**src/macd_indicator_core_defines.svh**
```systemverilog
// Assertion macros shared by the MACD indicator RTL.
// Included by the modules that carry concurrent checks; depends on nothing.
`ifndef MACD_INDICATOR_CORE_DEFINES_SVH
`define MACD_INDICATOR_CORE_DEFINES_SVH
`ifndef ASSERT_OFF
`define MACD_ASSERT(label, clk, rst_n, prop, msg) \
    label: assert property (@(posedge clk) disable iff (!rst_n) prop) else $error(msg);
`define MACD_ASSERT_NEXT(label, clk, rst_n, cond, prop, msg) \
    label: assert property (@(posedge clk) disable iff (!rst_n) cond |=> prop) else $error(msg);
`else
`define MACD_ASSERT(label, clk, rst_n, prop, msg)
`define MACD_ASSERT_NEXT(label, clk, rst_n, cond, prop, msg)
`endif
`endif

```
**src/macd_pkg.sv**
```systemverilog
// Types and constants of the MACD indicator core.
// Depends on nothing; used by every other file of the block but the assertion macro header.
`timescale 1ns / 1ps
package macd_pkg;
    localparam int PRICE_W   = 40;
    localparam int VAL_W     = 41;
    localparam int HIST_W    = 43;
    localparam int AVG_W     = 48;
    localparam int SUM_W     = 56;
    localparam int PER_W     = 8;
    localparam int DEN_W     = 9;
    localparam int ALPHA_W   = 33;
    localparam int ACC_W     = 77;
    localparam int IDX_W     = 2;
    localparam int STEP_W    = 6;
    localparam int DIV_STEPS = 56;

    localparam logic [IDX_W-1:0] CFG_FAST   = 2'd0;
    localparam logic [IDX_W-1:0] CFG_SLOW   = 2'd1;
    localparam logic [IDX_W-1:0] CFG_SIGNAL = 2'd2;

    localparam logic [1:0] LANE_FAST   = 2'd0;
    localparam logic [1:0] LANE_SLOW   = 2'd1;
    localparam logic [1:0] LANE_SIGNAL = 2'd2;

    localparam logic [PER_W-1:0] FAST_RESET   = 8'd12;
    localparam logic [PER_W-1:0] SLOW_RESET   = 8'd26;
    localparam logic [PER_W-1:0] SIGNAL_RESET = 8'd9;

    typedef enum logic [2:0] {
        ST_IDLE,
        ST_EVAL,
        ST_ALPHA,
        ST_MUL,
        ST_SEED,
        ST_NEXT,
        ST_OUT
    } state_t;

    typedef struct packed {
        logic                start;
        logic [DEN_W-1:0]    den;
    } div_ctrl_t;
endpackage

```
**src/macd_if.sv**
```systemverilog
// Valid/ready channel interfaces for price beats and result beats.
// Depends on macd_pkg for the field widths.
`timescale 1ns / 1ps
interface macd_price_if;
    logic                               valid;
    logic                               ready;
    logic [macd_pkg::PRICE_W-1:0]       close_price;
    modport source (output valid, output close_price, input ready);
    modport sink (input valid, input close_price, output ready);
endinterface

interface macd_result_if;
    logic                               valid;
    logic                               ready;
    logic signed [macd_pkg::VAL_W-1:0]  dif_value;
    logic                               dif_valid;
    logic signed [macd_pkg::VAL_W-1:0]  dea_value;
    logic                               dea_valid;
    logic signed [macd_pkg::HIST_W-1:0] hist_value;
    modport source (output valid, output dif_value, output dif_valid, output dea_value,
                    output dea_valid, output hist_value, input ready);
    modport sink (input valid, input dif_value, input dif_valid, input dea_value,
                  input dea_valid, input hist_value, output ready);
endinterface

```
**src/macd_div.sv**
```systemverilog
// Bit-serial restoring divider, one quotient bit per cycle.
// Depends on macd_pkg for widths and the control struct.
`timescale 1ns / 1ps
module macd_div (
    input  logic                          clk,
    input  logic                          rst_n,
    input  macd_pkg::div_ctrl_t           ctrl,
    input  logic [macd_pkg::SUM_W-1:0]    num,
    output logic                          done,
    output logic [macd_pkg::SUM_W-1:0]    quot
);
    logic [macd_pkg::SUM_W-1:0]  num_reg, num_next;
    logic [macd_pkg::DEN_W-1:0]  rem_reg, rem_next;
    logic [macd_pkg::DEN_W-1:0]  den_reg, den_next;
    logic [macd_pkg::STEP_W-1:0] cnt_reg, cnt_next;
    logic                        busy_reg, busy_next;
    logic                        done_reg, done_next;
    logic [macd_pkg::DEN_W:0]    trial;
    logic                        qbit;

    always_comb
    begin
        trial     = {rem_reg, num_reg[macd_pkg::SUM_W-1]};
        qbit      = (trial >= {1'b0, den_reg});
        num_next  = num_reg;
        rem_next  = rem_reg;
        den_next  = den_reg;
        cnt_next  = cnt_reg;
        busy_next = busy_reg;
        done_next = 1'b0;
        if (ctrl.start)
        begin
            num_next  = num;
            rem_next  = '0;
            den_next  = ctrl.den;
            cnt_next  = macd_pkg::STEP_W'(macd_pkg::DIV_STEPS - 1);
            busy_next = 1'b1;
        end
        else if (busy_reg)
        begin
            num_next = {num_reg[macd_pkg::SUM_W-2:0], qbit};
            rem_next = qbit ? macd_pkg::DEN_W'(trial - {1'b0, den_reg})
                            : trial[macd_pkg::DEN_W-1:0];
            cnt_next = cnt_reg - 1'b1;
            if (cnt_reg == '0)
            begin
                busy_next = 1'b0;
                done_next = 1'b1;
            end
        end
    end

    always_ff @(posedge clk or negedge rst_n)
    begin
        if (!rst_n)
        begin
            busy_reg <= 1'b0;
            done_reg <= 1'b0;
            cnt_reg  <= '0;
        end
        else
        begin
            busy_reg <= busy_next;
            done_reg <= done_next;
            cnt_reg  <= cnt_next;
        end
    end

    always_ff @(posedge clk)
    begin
        num_reg <= num_next;
        rem_reg <= rem_next;
        den_reg <= den_next;
    end

    assign done = done_reg;
    assign quot = num_reg;
endmodule

```
**src/macd_indicator_core.sv**
```systemverilog
// MACD indicator core: top level with the sequencer and the serial multiplier.
// Depends on macd_pkg, macd_if, macd_div and the assertion macro header.
`timescale 1ns / 1ps
`include "macd_indicator_core_defines.svh"
// One closing price beat gives one result beat. The three averages are worked
// one after another through a single shared bit-serial divider (used for the
// smoothing factor and for the seed mean) and a bit-serial multiplier. A new
// price is taken once the previous result has been placed in the output
// register, which holds it until taken.
module macd_indicator_core #(
    parameter int PERIOD_MAX = 255
) (
    input  logic                         clk,
    input  logic                         rst_n,
    input  logic                         cfg_we,
    input  logic [macd_pkg::IDX_W-1:0]   cfg_index,
    input  logic [macd_pkg::PER_W-1:0]   cfg_data,
    macd_price_if.sink                   price_ch,
    macd_result_if.source                result_ch
);
    localparam int AW = macd_pkg::AVG_W;
    localparam int SW = macd_pkg::SUM_W;

    macd_pkg::state_t state_reg, state_next;

    logic [macd_pkg::PER_W-1:0]   per_reg [3];
    logic signed [AW-1:0]         avg_reg [3], avg_next [3];
    logic signed [SW-1:0]         sum_reg [3], sum_next [3];
    logic [macd_pkg::PER_W-1:0]   cnt_reg [3], cnt_next [3];
    logic [2:0]                   flag_reg, flag_next;
    logic [1:0]                   lane_reg, lane_next;
    logic [macd_pkg::PRICE_W-1:0] price_reg, price_next;
    logic signed [AW-1:0]         dif_reg, dif_next;
    logic signed [AW-1:0]         d_reg, d_next;
    logic signed [macd_pkg::ACC_W-1:0] acc_reg, acc_next;
    logic [macd_pkg::ALPHA_W-1:0] alpha_reg, alpha_next;
    logic [macd_pkg::STEP_W-1:0]  mcnt_reg, mcnt_next;
    logic                         neg_reg, neg_next;

    logic                         ov_reg, ov_next;
    logic signed [macd_pkg::VAL_W-1:0]  o_dif_reg, o_dif_next;
    logic signed [macd_pkg::VAL_W-1:0]  o_dea_reg, o_dea_next;
    logic signed [macd_pkg::HIST_W-1:0] o_hist_reg, o_hist_next;
    logic                         o_dv_reg, o_dv_next;
    logic                         o_ev_reg, o_ev_next;

    macd_pkg::div_ctrl_t          div_ctrl;
    logic [SW-1:0]                div_num;
    logic                         div_done;
    logic [SW-1:0]                div_quot;

    logic [macd_pkg::PER_W-1:0]   per_eff;
    logic signed [AW-1:0]         x_cur;
    logic signed [SW-1:0]         sum_new;
    logic [macd_pkg::PER_W:0]     cnt_inc;
    logic                         out_free;
    logic signed [AW-1:0]         hist_wide;

    macd_div u_div (
        .clk   (clk),
        .rst_n (rst_n),
        .ctrl  (div_ctrl),
        .num   (div_num),
        .done  (div_done),
        .quot  (div_quot)
    );

    always_comb
    begin
        per_eff = per_reg[lane_reg];
        if ({8'd0, per_eff} > 16'(PERIOD_MAX))
        begin
            per_eff = macd_pkg::PER_W'(PERIOD_MAX);
        end
        x_cur = (lane_reg == macd_pkg::LANE_SIGNAL) ? dif_reg
                                                    : AW'($signed({1'b0, price_reg}));
        sum_new  = sum_reg[lane_reg] + SW'(x_cur);
        cnt_inc  = {1'b0, cnt_reg[lane_reg]} + 1'b1;
        out_free = !ov_reg || result_ch.ready;
        hist_wide = (dif_reg - avg_reg[2]) <<< 1;
    end

    always_comb
    begin
        state_next = state_reg;
        case (state_reg)
            macd_pkg::ST_IDLE:
                if (price_ch.valid)
                begin
                    state_next = macd_pkg::ST_EVAL;
                end
            macd_pkg::ST_EVAL:
                if (lane_reg == macd_pkg::LANE_SIGNAL && !(flag_reg[0] && flag_reg[1]))
                begin
                    state_next = macd_pkg::ST_OUT;
                end
                else if (per_eff == '0)
                begin
                    state_next = macd_pkg::ST_NEXT;
                end
                else if (cnt_reg[lane_reg] >= per_eff)
                begin
                    state_next = macd_pkg::ST_ALPHA;
                end
                else if (cnt_inc == {1'b0, per_eff})
                begin
                    state_next = macd_pkg::ST_SEED;
                end
                else
                begin
                    state_next = macd_pkg::ST_NEXT;
                end
            macd_pkg::ST_ALPHA:
                if (div_done)
                begin
                    state_next = macd_pkg::ST_MUL;
                end
            macd_pkg::ST_MUL:
                if (mcnt_reg == '0)
                begin
                    state_next = macd_pkg::ST_NEXT;
                end
            macd_pkg::ST_SEED:
                if (div_done)
                begin
                    state_next = macd_pkg::ST_NEXT;
                end
            macd_pkg::ST_NEXT:
                state_next = (lane_reg == macd_pkg::LANE_SIGNAL) ? macd_pkg::ST_OUT
                                                                 : macd_pkg::ST_EVAL;
            macd_pkg::ST_OUT:
                if (out_free)
                begin
                    state_next = macd_pkg::ST_IDLE;
                end
            default:
                state_next = macd_pkg::ST_IDLE;
        endcase
    end

    always_comb
    begin
        avg_next    = avg_reg;
        sum_next    = sum_reg;
        cnt_next    = cnt_reg;
        flag_next   = flag_reg;
        lane_next   = lane_reg;
        price_next  = price_reg;
        dif_next    = dif_reg;
        d_next      = d_reg;
        acc_next    = acc_reg;
        alpha_next  = alpha_reg;
        mcnt_next   = mcnt_reg;
        neg_next    = neg_reg;
        ov_next     = ov_reg && !result_ch.ready;
        o_dif_next  = o_dif_reg;
        o_dea_next  = o_dea_reg;
        o_hist_next = o_hist_reg;
        o_dv_next   = o_dv_reg;
        o_ev_next   = o_ev_reg;
        div_ctrl.start = 1'b0;
        div_ctrl.den   = {1'b0, per_eff} + 1'b1;
        div_num   = (SW'(1) << 33) + SW'(({1'b0, per_eff} + 1'b1) >> 1);
        case (state_reg)
            macd_pkg::ST_IDLE:
                if (price_ch.valid)
                begin
                    price_next = price_ch.close_price;
                    lane_next  = macd_pkg::LANE_FAST;
                end
            macd_pkg::ST_EVAL:
                if (lane_reg == macd_pkg::LANE_SIGNAL && !(flag_reg[0] && flag_reg[1]))
                begin
                    flag_next[2] = 1'b0;
                end
                else if (per_eff == '0)
                begin
                    flag_next[lane_reg] = 1'b0;
                end
                else if (cnt_reg[lane_reg] >= per_eff)
                begin
                    div_ctrl.start = 1'b1;
                end
                else
                begin
                    sum_next[lane_reg] = sum_new;
                    cnt_next[lane_reg] = cnt_inc[macd_pkg::PER_W-1:0];
                    flag_next[lane_reg] = 1'b0;
                    if (cnt_inc == {1'b0, per_eff})
                    begin
                        div_ctrl.start = 1'b1;
                        div_ctrl.den   = {1'b0, per_eff};
                        div_num  = sum_new[SW-1] ? SW'(-sum_new) : SW'(sum_new);
                        neg_next = sum_new[SW-1];
                    end
                end
            macd_pkg::ST_ALPHA:
                if (div_done)
                begin
                    alpha_next = div_quot[macd_pkg::ALPHA_W-1:0];
                    d_next     = x_cur - avg_reg[lane_reg];
                    acc_next   = '0;
                    mcnt_next  = macd_pkg::STEP_W'(macd_pkg::ALPHA_W);
                end
            macd_pkg::ST_MUL:
                if (mcnt_reg == '0)
                begin
                    avg_next[lane_reg] = avg_reg[lane_reg]
                        + AW'($signed(acc_reg[macd_pkg::ACC_W-1:32]));
                    flag_next[lane_reg] = 1'b1;
                end
                else
                begin
                    acc_next = (acc_reg <<< 1)
                        + (alpha_reg[macd_pkg::ALPHA_W-1] ? macd_pkg::ACC_W'(d_reg) : '0);
                    alpha_next = alpha_reg << 1;
                    mcnt_next  = mcnt_reg - 1'b1;
                end
            macd_pkg::ST_SEED:
                if (div_done)
                begin
                    avg_next[lane_reg] = neg_reg ? -AW'(div_quot) : AW'(div_quot);
                    flag_next[lane_reg] = 1'b1;
                end
            macd_pkg::ST_NEXT:
            begin
                if (lane_reg == macd_pkg::LANE_SLOW)
                begin
                    dif_next = avg_reg[0] - avg_reg[1];
                end
                if (lane_reg != macd_pkg::LANE_SIGNAL)
                begin
                    lane_next = lane_reg + 1'b1;
                end
            end
            macd_pkg::ST_OUT:
                if (out_free)
                begin
                    ov_next    = 1'b1;
                    o_dv_next  = flag_reg[0] && flag_reg[1];
                    o_ev_next  = flag_reg[0] && flag_reg[1] && flag_reg[2];
                    o_dif_next = (flag_reg[0] && flag_reg[1])
                               ? dif_reg[macd_pkg::VAL_W-1:0] : '0;
                    o_dea_next = (flag_reg[0] && flag_reg[1] && flag_reg[2])
                               ? avg_reg[2][macd_pkg::VAL_W-1:0] : '0;
                    o_hist_next = (flag_reg[0] && flag_reg[1] && flag_reg[2])
                                ? hist_wide[macd_pkg::HIST_W-1:0] : '0;
                end
            default:
                ov_next = ov_reg && !result_ch.ready;
        endcase
    end

    always_ff @(posedge clk or negedge rst_n)
    begin
        if (!rst_n)
        begin
            state_reg <= macd_pkg::ST_IDLE;
            per_reg[0] <= macd_pkg::FAST_RESET;
            per_reg[1] <= macd_pkg::SLOW_RESET;
            per_reg[2] <= macd_pkg::SIGNAL_RESET;
            for (int i = 0; i < 3; i++)
            begin
                avg_reg[i] <= '0;
                sum_reg[i] <= '0;
                cnt_reg[i] <= '0;
            end
            flag_reg <= '0;
            lane_reg <= macd_pkg::LANE_FAST;
            ov_reg   <= 1'b0;
            mcnt_reg <= '0;
        end
        else
        begin
            state_reg <= state_next;
            avg_reg   <= avg_next;
            sum_reg   <= sum_next;
            cnt_reg   <= cnt_next;
            flag_reg  <= flag_next;
            lane_reg  <= lane_next;
            ov_reg    <= ov_next;
            mcnt_reg  <= mcnt_next;
            if (cfg_we)
            begin
                case (cfg_index)
                    macd_pkg::CFG_FAST:   per_reg[0] <= cfg_data;
                    macd_pkg::CFG_SLOW:   per_reg[1] <= cfg_data;
                    macd_pkg::CFG_SIGNAL: per_reg[2] <= cfg_data;
                    default:              per_reg[0] <= per_reg[0];
                endcase
            end
        end
    end

    always_ff @(posedge clk)
    begin
        price_reg  <= price_next;
        dif_reg    <= dif_next;
        d_reg      <= d_next;
        acc_reg    <= acc_next;
        alpha_reg  <= alpha_next;
        neg_reg    <= neg_next;
        o_dif_reg  <= o_dif_next;
        o_dea_reg  <= o_dea_next;
        o_hist_reg <= o_hist_next;
        o_dv_reg   <= o_dv_next;
        o_ev_reg   <= o_ev_next;
    end

    assign price_ch.ready       = (state_reg == macd_pkg::ST_IDLE);
    assign result_ch.valid      = ov_reg;
    assign result_ch.dif_value  = o_dif_reg;
    assign result_ch.dif_valid  = o_dv_reg;
    assign result_ch.dea_value  = o_dea_reg;
    assign result_ch.dea_valid  = o_ev_reg;
    assign result_ch.hist_value = o_hist_reg;

    `MACD_ASSERT(a_dea_needs_dif, clk, rst_n, (!ov_reg || !o_ev_reg || o_dv_reg), "dea valid without dif valid")
    `MACD_ASSERT_NEXT(a_accept_busy, clk, rst_n, (price_ch.valid && price_ch.ready), (state_reg == macd_pkg::ST_EVAL), "accepted beat not taken into work")
    `MACD_ASSERT(a_div_done_wait, clk, rst_n, (!div_done || state_reg == macd_pkg::ST_ALPHA || state_reg == macd_pkg::ST_SEED), "divider finished outside a wait state")
endmodule

```
**src/flat_wrapper.sv**
```systemverilog
// flat-port wrapper written by rule: the top's interface ports become plain ports
module macd_indicator_core_flat 
#(
    parameter int PERIOD_MAX = 255
)
  (clk, rst_n, cfg_we, cfg_index, cfg_data, price_ch_valid, price_ch_close_price, price_ch_ready, result_ch_valid, result_ch_dif_value, result_ch_dif_valid, result_ch_dea_value, result_ch_dea_valid, result_ch_hist_value, result_ch_ready);
  macd_price_if price_ch_i ();
  macd_result_if result_ch_i ();
  input  logic clk;
  input  logic rst_n;
  input  logic cfg_we;
  input  logic [macd_pkg::IDX_W-1:0] cfg_index;
  input  logic [macd_pkg::PER_W-1:0] cfg_data;
  input wire logic [$bits(price_ch_i.valid)-1:0] price_ch_valid;
  input wire logic [$bits(price_ch_i.close_price)-1:0] price_ch_close_price;
  output wire logic [$bits(price_ch_i.ready)-1:0] price_ch_ready;
  output wire logic [$bits(result_ch_i.valid)-1:0] result_ch_valid;
  output wire logic [$bits(result_ch_i.dif_value)-1:0] result_ch_dif_value;
  output wire logic [$bits(result_ch_i.dif_valid)-1:0] result_ch_dif_valid;
  output wire logic [$bits(result_ch_i.dea_value)-1:0] result_ch_dea_value;
  output wire logic [$bits(result_ch_i.dea_valid)-1:0] result_ch_dea_valid;
  output wire logic [$bits(result_ch_i.hist_value)-1:0] result_ch_hist_value;
  input wire logic [$bits(result_ch_i.ready)-1:0] result_ch_ready;
  assign price_ch_i.valid = price_ch_valid;
  assign price_ch_i.close_price = price_ch_close_price;
  assign price_ch_ready = price_ch_i.ready;
  assign result_ch_valid = result_ch_i.valid;
  assign result_ch_dif_value = result_ch_i.dif_value;
  assign result_ch_dif_valid = result_ch_i.dif_valid;
  assign result_ch_dea_value = result_ch_i.dea_value;
  assign result_ch_dea_valid = result_ch_i.dea_valid;
  assign result_ch_hist_value = result_ch_i.hist_value;
  assign result_ch_i.ready = result_ch_ready;
  macd_indicator_core #(.PERIOD_MAX(PERIOD_MAX)) u_core (.clk(clk), .rst_n(rst_n), .cfg_we(cfg_we), .cfg_index(cfg_index), .cfg_data(cfg_data), .price_ch(price_ch_i), .result_ch(result_ch_i));
endmodule
```
**config.mk**
```make
export PLATFORM = sky130hd
export DESIGN_NAME = macd_indicator_core_flat
export DESIGN_NICKNAME = d
export VERILOG_FILES = /design/src/macd_pkg.sv /design/src/macd_if.sv /design/src/macd_div.sv /design/src/macd_indicator_core.sv /design/src/flat_wrapper.sv
export VERILOG_INCLUDE_DIRS = /design/src /design/src/src
export SDC_FILE = /design/constraint.sdc
export NUM_CORES = 2
export LEC_CHECK = 0
export BUFFER_PORTS_ARGS = -buffer_cell sky130_fd_sc_hd__buf_2
export CORE_MARGIN = 8
export CORE_UTILIZATION = 40
export CTS_BUF_LIST = sky130_fd_sc_hd__clkbuf_16
export CTS_CLUSTER_DIAMETER = 60
export DETAILED_ROUTE_END_ITERATION = 6
export PLACE_DENSITY = 0.54
export SETUP_SLACK_MARGIN = 0.15
export SLEW_MARGIN = 10
export SYNTH_ARGS = -nofsm -noshare
export SYNTH_HDL_FRONTEND = slang
export SYNTH_SLANG_ARGS = --single-unit
export TNS_END_PERCENT = 30
```
**constraint.sdc**
```tcl
create_clock -name clk -period 11.2 [get_ports clk]
set_input_delay 1.68 -clock clk [delete_from_list [all_inputs] [get_ports clk]]
set_output_delay 1.68 -clock clk [all_outputs]
set_load 0.02 [all_outputs]
```
==> flow_results.org <==
** Detailed routing
- Total detailed-routing wirelength :: a little under 200000 um
- Drt first-iter violations :: 4073
- Routed vias :: 46957
- After detailed routing, the number of vias per cell comes to 5.75.
- Remaining DRCs :: 0
- The pre-antenna-repair detailed-routing pass consisted of 6 iterations.
- After detailed routing, the average wire length per cell comes to 23.8 um.
- Post-detailed-route count of antenna-violating nets :: 0

** Clock tree
- The root buffer cell chosen for the clock tree is sky130_fd_sc_hd__clkbuf_16.
- Maximum level of the CTS H-tree :: 3
- After clock tree synthesis, the clock-pin slew on the worst setup and hold paths is 0.06 ns.
- Post-cts gate resize count :: 0
- Clock network latency to the later pin of the worst-skew pair :: 0.76 ns
- The clock passes through at most 3 buffers.
- Sinks on the clock net :: 830
- Setup fix buffers added after clock tree synthesis :: 0
- TritonCTS Buffers :: 108
- TritonCTS built the clock tree.
- In this run, post-CTS hold repair placed 0 buffers.

** Synth
- Leading cell type by number of instances after synthesis :: sky130_fd_sc_hd__nand2_1
- After synthesis, the share of flip-flops with an asynchronous set or reset is 0.461.
- Distinct cell type count after synthesis :: 122
- Post-Synthesis Cell Area :: 0.0560 mm2
- Main flop type after synthesis :: sky130_fd_sc_hd__edfxtp_1
- After synthesis, the cell types taking the most area are sky130_fd_sc_hd__edfxtp_1 23%, sky130_fd_sc_hd__dfrtp_1 17%, sky130_fd_sc_hd__ha_1 6.9%.
- The synthesized design contains about 440 enable-type register cells.
- The share of synthesized area in the top cell type comes to 0.235.
- Post-synthesis sequential element count :: 830
- Counting every net in the synthesized netlist gives 6496.
- Of all cell types, the one taking the most synthesized area is sky130_fd_sc_hd__edfxtp_1.
- Top post-synthesis cells by count :: 862 x sky130_fd_sc_hd__nand2_1, 609 x sky130_fd_sc_hd__o21ai_0, 438 x sky130_fd_sc_hd__edfxtp_1
- Gate Count Post-Synth :: 6127
- Yosys warnings :: 0
- Avg Cell Area, Syn :: 9.14 um2
- The share of the Yosys chip area taken by registers is 0.409.

** Global routing
- Antenna violations before repair :: 5
- Entering global routing, the biggest net connects 146 pins.
- Vias in the first global route :: ~45000
- All-Layer GR Usage :: 0.246
- The first global-routing pass estimated 290000 um of wire.
- For this run the aggregate overflow at the end of global routing stands at 0.

** Die
- Row generation in the floorplan step produced approximately 140 rows.
- Placeable core region :: between 0.1 and 0.15 mm2
- From bottom edge to top edge, the die measures 390 um.
- The die is between 300 and 400 um wide.
- The die covers 0.152 mm2.
- 184 I/O pins were placed.
- The initial utilization of the core area, before any placement, comes to 0.403.

** Setup path
- Critical Path Source Type :: flop
- Startpoint of the worst setup timing path :: u_core.lane_reg[0]
- Cell count of the worst reg-to-reg path :: 19
- Worst path required time :: 11.77 ns
- CP endpoint kind :: flop
- Of all nets on the critical path, the largest fanout is 36.
- Worst-case register-to-register setup slack :: between 3 and 4 ns
- Type of the setup path with the least slack :: flop to flop
- Following the worst setup path forward leads to its endpoint at u_core.u_div.quot[53].
- Worst flop-to-flop path endpoint :: u_core.u_div.quot[53]
- Data arrival at the endpoint of the critical path :: 8.22 ns
- The worst register-to-register path begins at u_core.lane_reg[0].

** Placement
- The wire-length estimate of the detail-placed layout is 145000 um.
- RePlAce Congestion :: 0.935
- In this run the tool buffered the top-level ports with 182 buffer cells.

** Final layout
- In the final design database the tool counted 6561 nets.
- Layout cell share with drive strength beyond 1 :: 0.0992
- The register with the most flip-flops in the layout has around 170 of them.
- Layout-stage area growth over the synthesis result :: 11.3%

** Power
- Leakage power :: about 27 nW
- Total power of the final layout :: 21.3 mW
- IR analysis of the VDD net gives a maximum drop of 0.161 mV.
- Power per cell area :: ~340 mW/mm2

** STA
- Worst clock skew :: around 0.055 ns
- Across all hold checks on the routed design, the worst slack comes to 0.476 ns.
- The worst path needs around 7.6 ns of the cycle, external delays included.
- Setup violations remaining at the end of the flow were counted as 0.
- Slew of the pin with the lowest slew margin :: 1.12 ns
- Setup total negative slack on the finished layout was measured at 0 ns.
- The total count of hold-check failures in the final report came to 0.
- Count of pins over their slew limit :: 0
- Max frequency :: between 0.1 and 0.15 GHz
- Setup repair after global routing left no endpoint under its margin.
- Relative slew margins :: 0.240
- Tcrit/Tclk final :: 0.682

** Worst hold path
- Hold Path Class :: flop to flop

** Run
- Max-cap violations :: 0

** Run status
- Outcome :: finished, final reports clean
-- logic make-up (layout without fill, tap and decap cells) --
| family | after synthesis | count (layout) | share of synthesized area |
|---|---|---|---|
| simple gates | 2058 | 2058 | 0.174 |
| xor+xnor | 387 | 387 | 0.0625 |
| compound gates | 1723 | 1723 | 0.193 |
| mux | 231 | 231 | 0.0443 |
| flops | 830 | 830 | 0.409 |
| buf+inv | 555 | 716 | 0.0402 |
| fa+ha+maj | 342 | 342 | 0.0761 |
| other cells | 1 | 5 | 0.0000669 |
-- placed cells by master, fill, tap and decap left out, types with 24 or more instances in the layout --
| master | Yosys | layout |
|---|---|---|
| sky130_fd_sc_hd__nand2_1 | 862 | 852 |
| sky130_fd_sc_hd__o21ai_0 | 609 | 609 |
| sky130_fd_sc_hd__edfxtp_1 | 438 | 438 |
| sky130_fd_sc_hd__nor2_1 | 400 | 399 |
| sky130_fd_sc_hd__dfrtp_1 | 376 | 372 |
| sky130_fd_sc_hd__a21oi_1 | 368 | 368 |
| sky130_fd_sc_hd__ha_1 | 307 | 306 |
| sky130_fd_sc_hd__inv_1 | 270 | 288 |
| sky130_fd_sc_hd__xnor2_1 | 231 | 231 |
| sky130_fd_sc_hd__a21o_1 | 202 | 202 |
| sky130_fd_sc_hd__buf_2 | 18 | 181 |
| sky130_fd_sc_hd__mux2i_1 | 152 | 152 |
| sky130_fd_sc_hd__xor2_1 | 144 | 144 |
| sky130_fd_sc_hd__clkbuf_16 | 0 | 114 |
| sky130_fd_sc_hd__nand3_1 | 107 | 107 |
| sky130_fd_sc_hd__and3_1 | 105 | 105 |
| sky130_fd_sc_hd__and2_1 | 98 | 94 |
| sky130_fd_sc_hd__nor3_1 | 87 | 85 |
| sky130_fd_sc_hd__nand4_1 | 75 | 75 |
| sky130_fd_sc_hd__nand2b_1 | 70 | 69 |
| sky130_fd_sc_hd__mux2_2 | 67 | 67 |
| sky130_fd_sc_hd__o21a_1 | 65 | 65 |
| sky130_fd_sc_hd__buf_4 | 6 | 52 |
| sky130_fd_sc_hd__o31ai_1 | 51 | 51 |
| sky130_fd_sc_hd__o21bai_1 | 46 | 46 |
| sky130_fd_sc_hd__a31oi_1 | 42 | 42 |
| sky130_fd_sc_hd__nor2b_1 | 43 | 42 |
| sky130_fd_sc_hd__or3_1 | 41 | 41 |
| sky130_fd_sc_hd__a211oi_1 | 40 | 40 |
| sky130_fd_sc_hd__o211ai_1 | 29 | 29 |
| sky130_fd_sc_hd__maj3_1 | 26 | 26 |
| sky130_fd_sc_hd__nand3b_1 | 25 | 25 |
| sky130_fd_sc_hd__o2111ai_1 | 24 | 24 |
-- how the worst min path moves through the flow --
stage / start / to / slack [ns] / cells after the start
after CTS: u_core.u_div.rem_reg[8] / u_core.u_div.rem_reg[8] / 0.48 / 2
after floorplan: flop / flop / 0.45 / 2
after global placement: u_core.u_div.rem_reg[8] / u_core.u_div.rem_reg[8] / 0.46 / 2
after detailed placement: u_core.sum_reg[137] / u_core.sum_reg[137] / 0.47 / 2
after global routing: u_core.cnt_reg[18] / u_core.cnt_reg[18] / 0.50 / 2
final: u_core.sum_reg[137] / u_core.sum_reg[137] / 0.48 / 2
-- per-layer routing --
layer,vias to the layer above,part of all wire,track usage
li1,22287,-,-
met4,0,0.031,0.0732
met1,22953,0.46,0.347
met2,1441,0.45,0.388
met3,276,0.062,0.0420
met5,-,0,0
-- area by class of cell --
type,count,area (um2)
sequential,830,22900
clock buffer,114,2850
inverter,273,1020
antenna,4,10.0
multi-input combinational,4742,31000
clock inverter,92,850
tap,1876,2350
fill,13783,76800
timing repair buffer,237,1370
-- per-stage QoR --
stage | area, um2 | util | std cells | setup slack (ns)
after global routing | 62300 | 0.448 | 8164 | 3.13
after CTS | 62300 | 0.448 | 8164 | 3.61
after global placement | 58600 | 0.421 | 7958 | 3.88
final | 62400 | 0.448 | 8168 | 3.56
after floorplan | 56000 | - | 6127 | 0.169
after detailed placement | 58600 | 0.421 | 7958 | 3.67
-- critical path: stages, from the launching register on --
cell and delay (ns):
sky130_fd_sc_hd__dfrtp_4 0.83, sky130_fd_sc_hd__buf_4 0.70, sky130_fd_sc_hd__nor2b_4 0.27, sky130_fd_sc_hd__a21oi_1 0.31, sky130_fd_sc_hd__inv_1 0.07, sky130_fd_sc_hd__ha_1 0.28
sky130_fd_sc_hd__a21o_1 0.19, sky130_fd_sc_hd__nor2_1 0.10, sky130_fd_sc_hd__o21ai_1 0.09, sky130_fd_sc_hd__a21bo_2 0.27, sky130_fd_sc_hd__o211ai_1 0.31, sky130_fd_sc_hd__a31oi_2 0.35
sky130_fd_sc_hd__xnor2_1 0.75, sky130_fd_sc_hd__nand4_1 0.25, sky130_fd_sc_hd__nor4_1 0.63, sky130_fd_sc_hd__nor4b_1 0.34, sky130_fd_sc_hd__buf_4 0.21, sky130_fd_sc_hd__nand4_1 0.68
sky130_fd_sc_hd__or4b_1 0.74, sky130_fd_sc_hd__nand3_1 0.11
-- power by group --
| group | internal [mW] | switching (mW) |
|---|---|---|
| Sequential | 4.38 | 0.778 |
| Combinational | 4.39 | 8.16 |
| Clock | 2.09 | 1.48 |
| Total | 10.9 | 10.4 |
(Power assumes the default switching activity.)
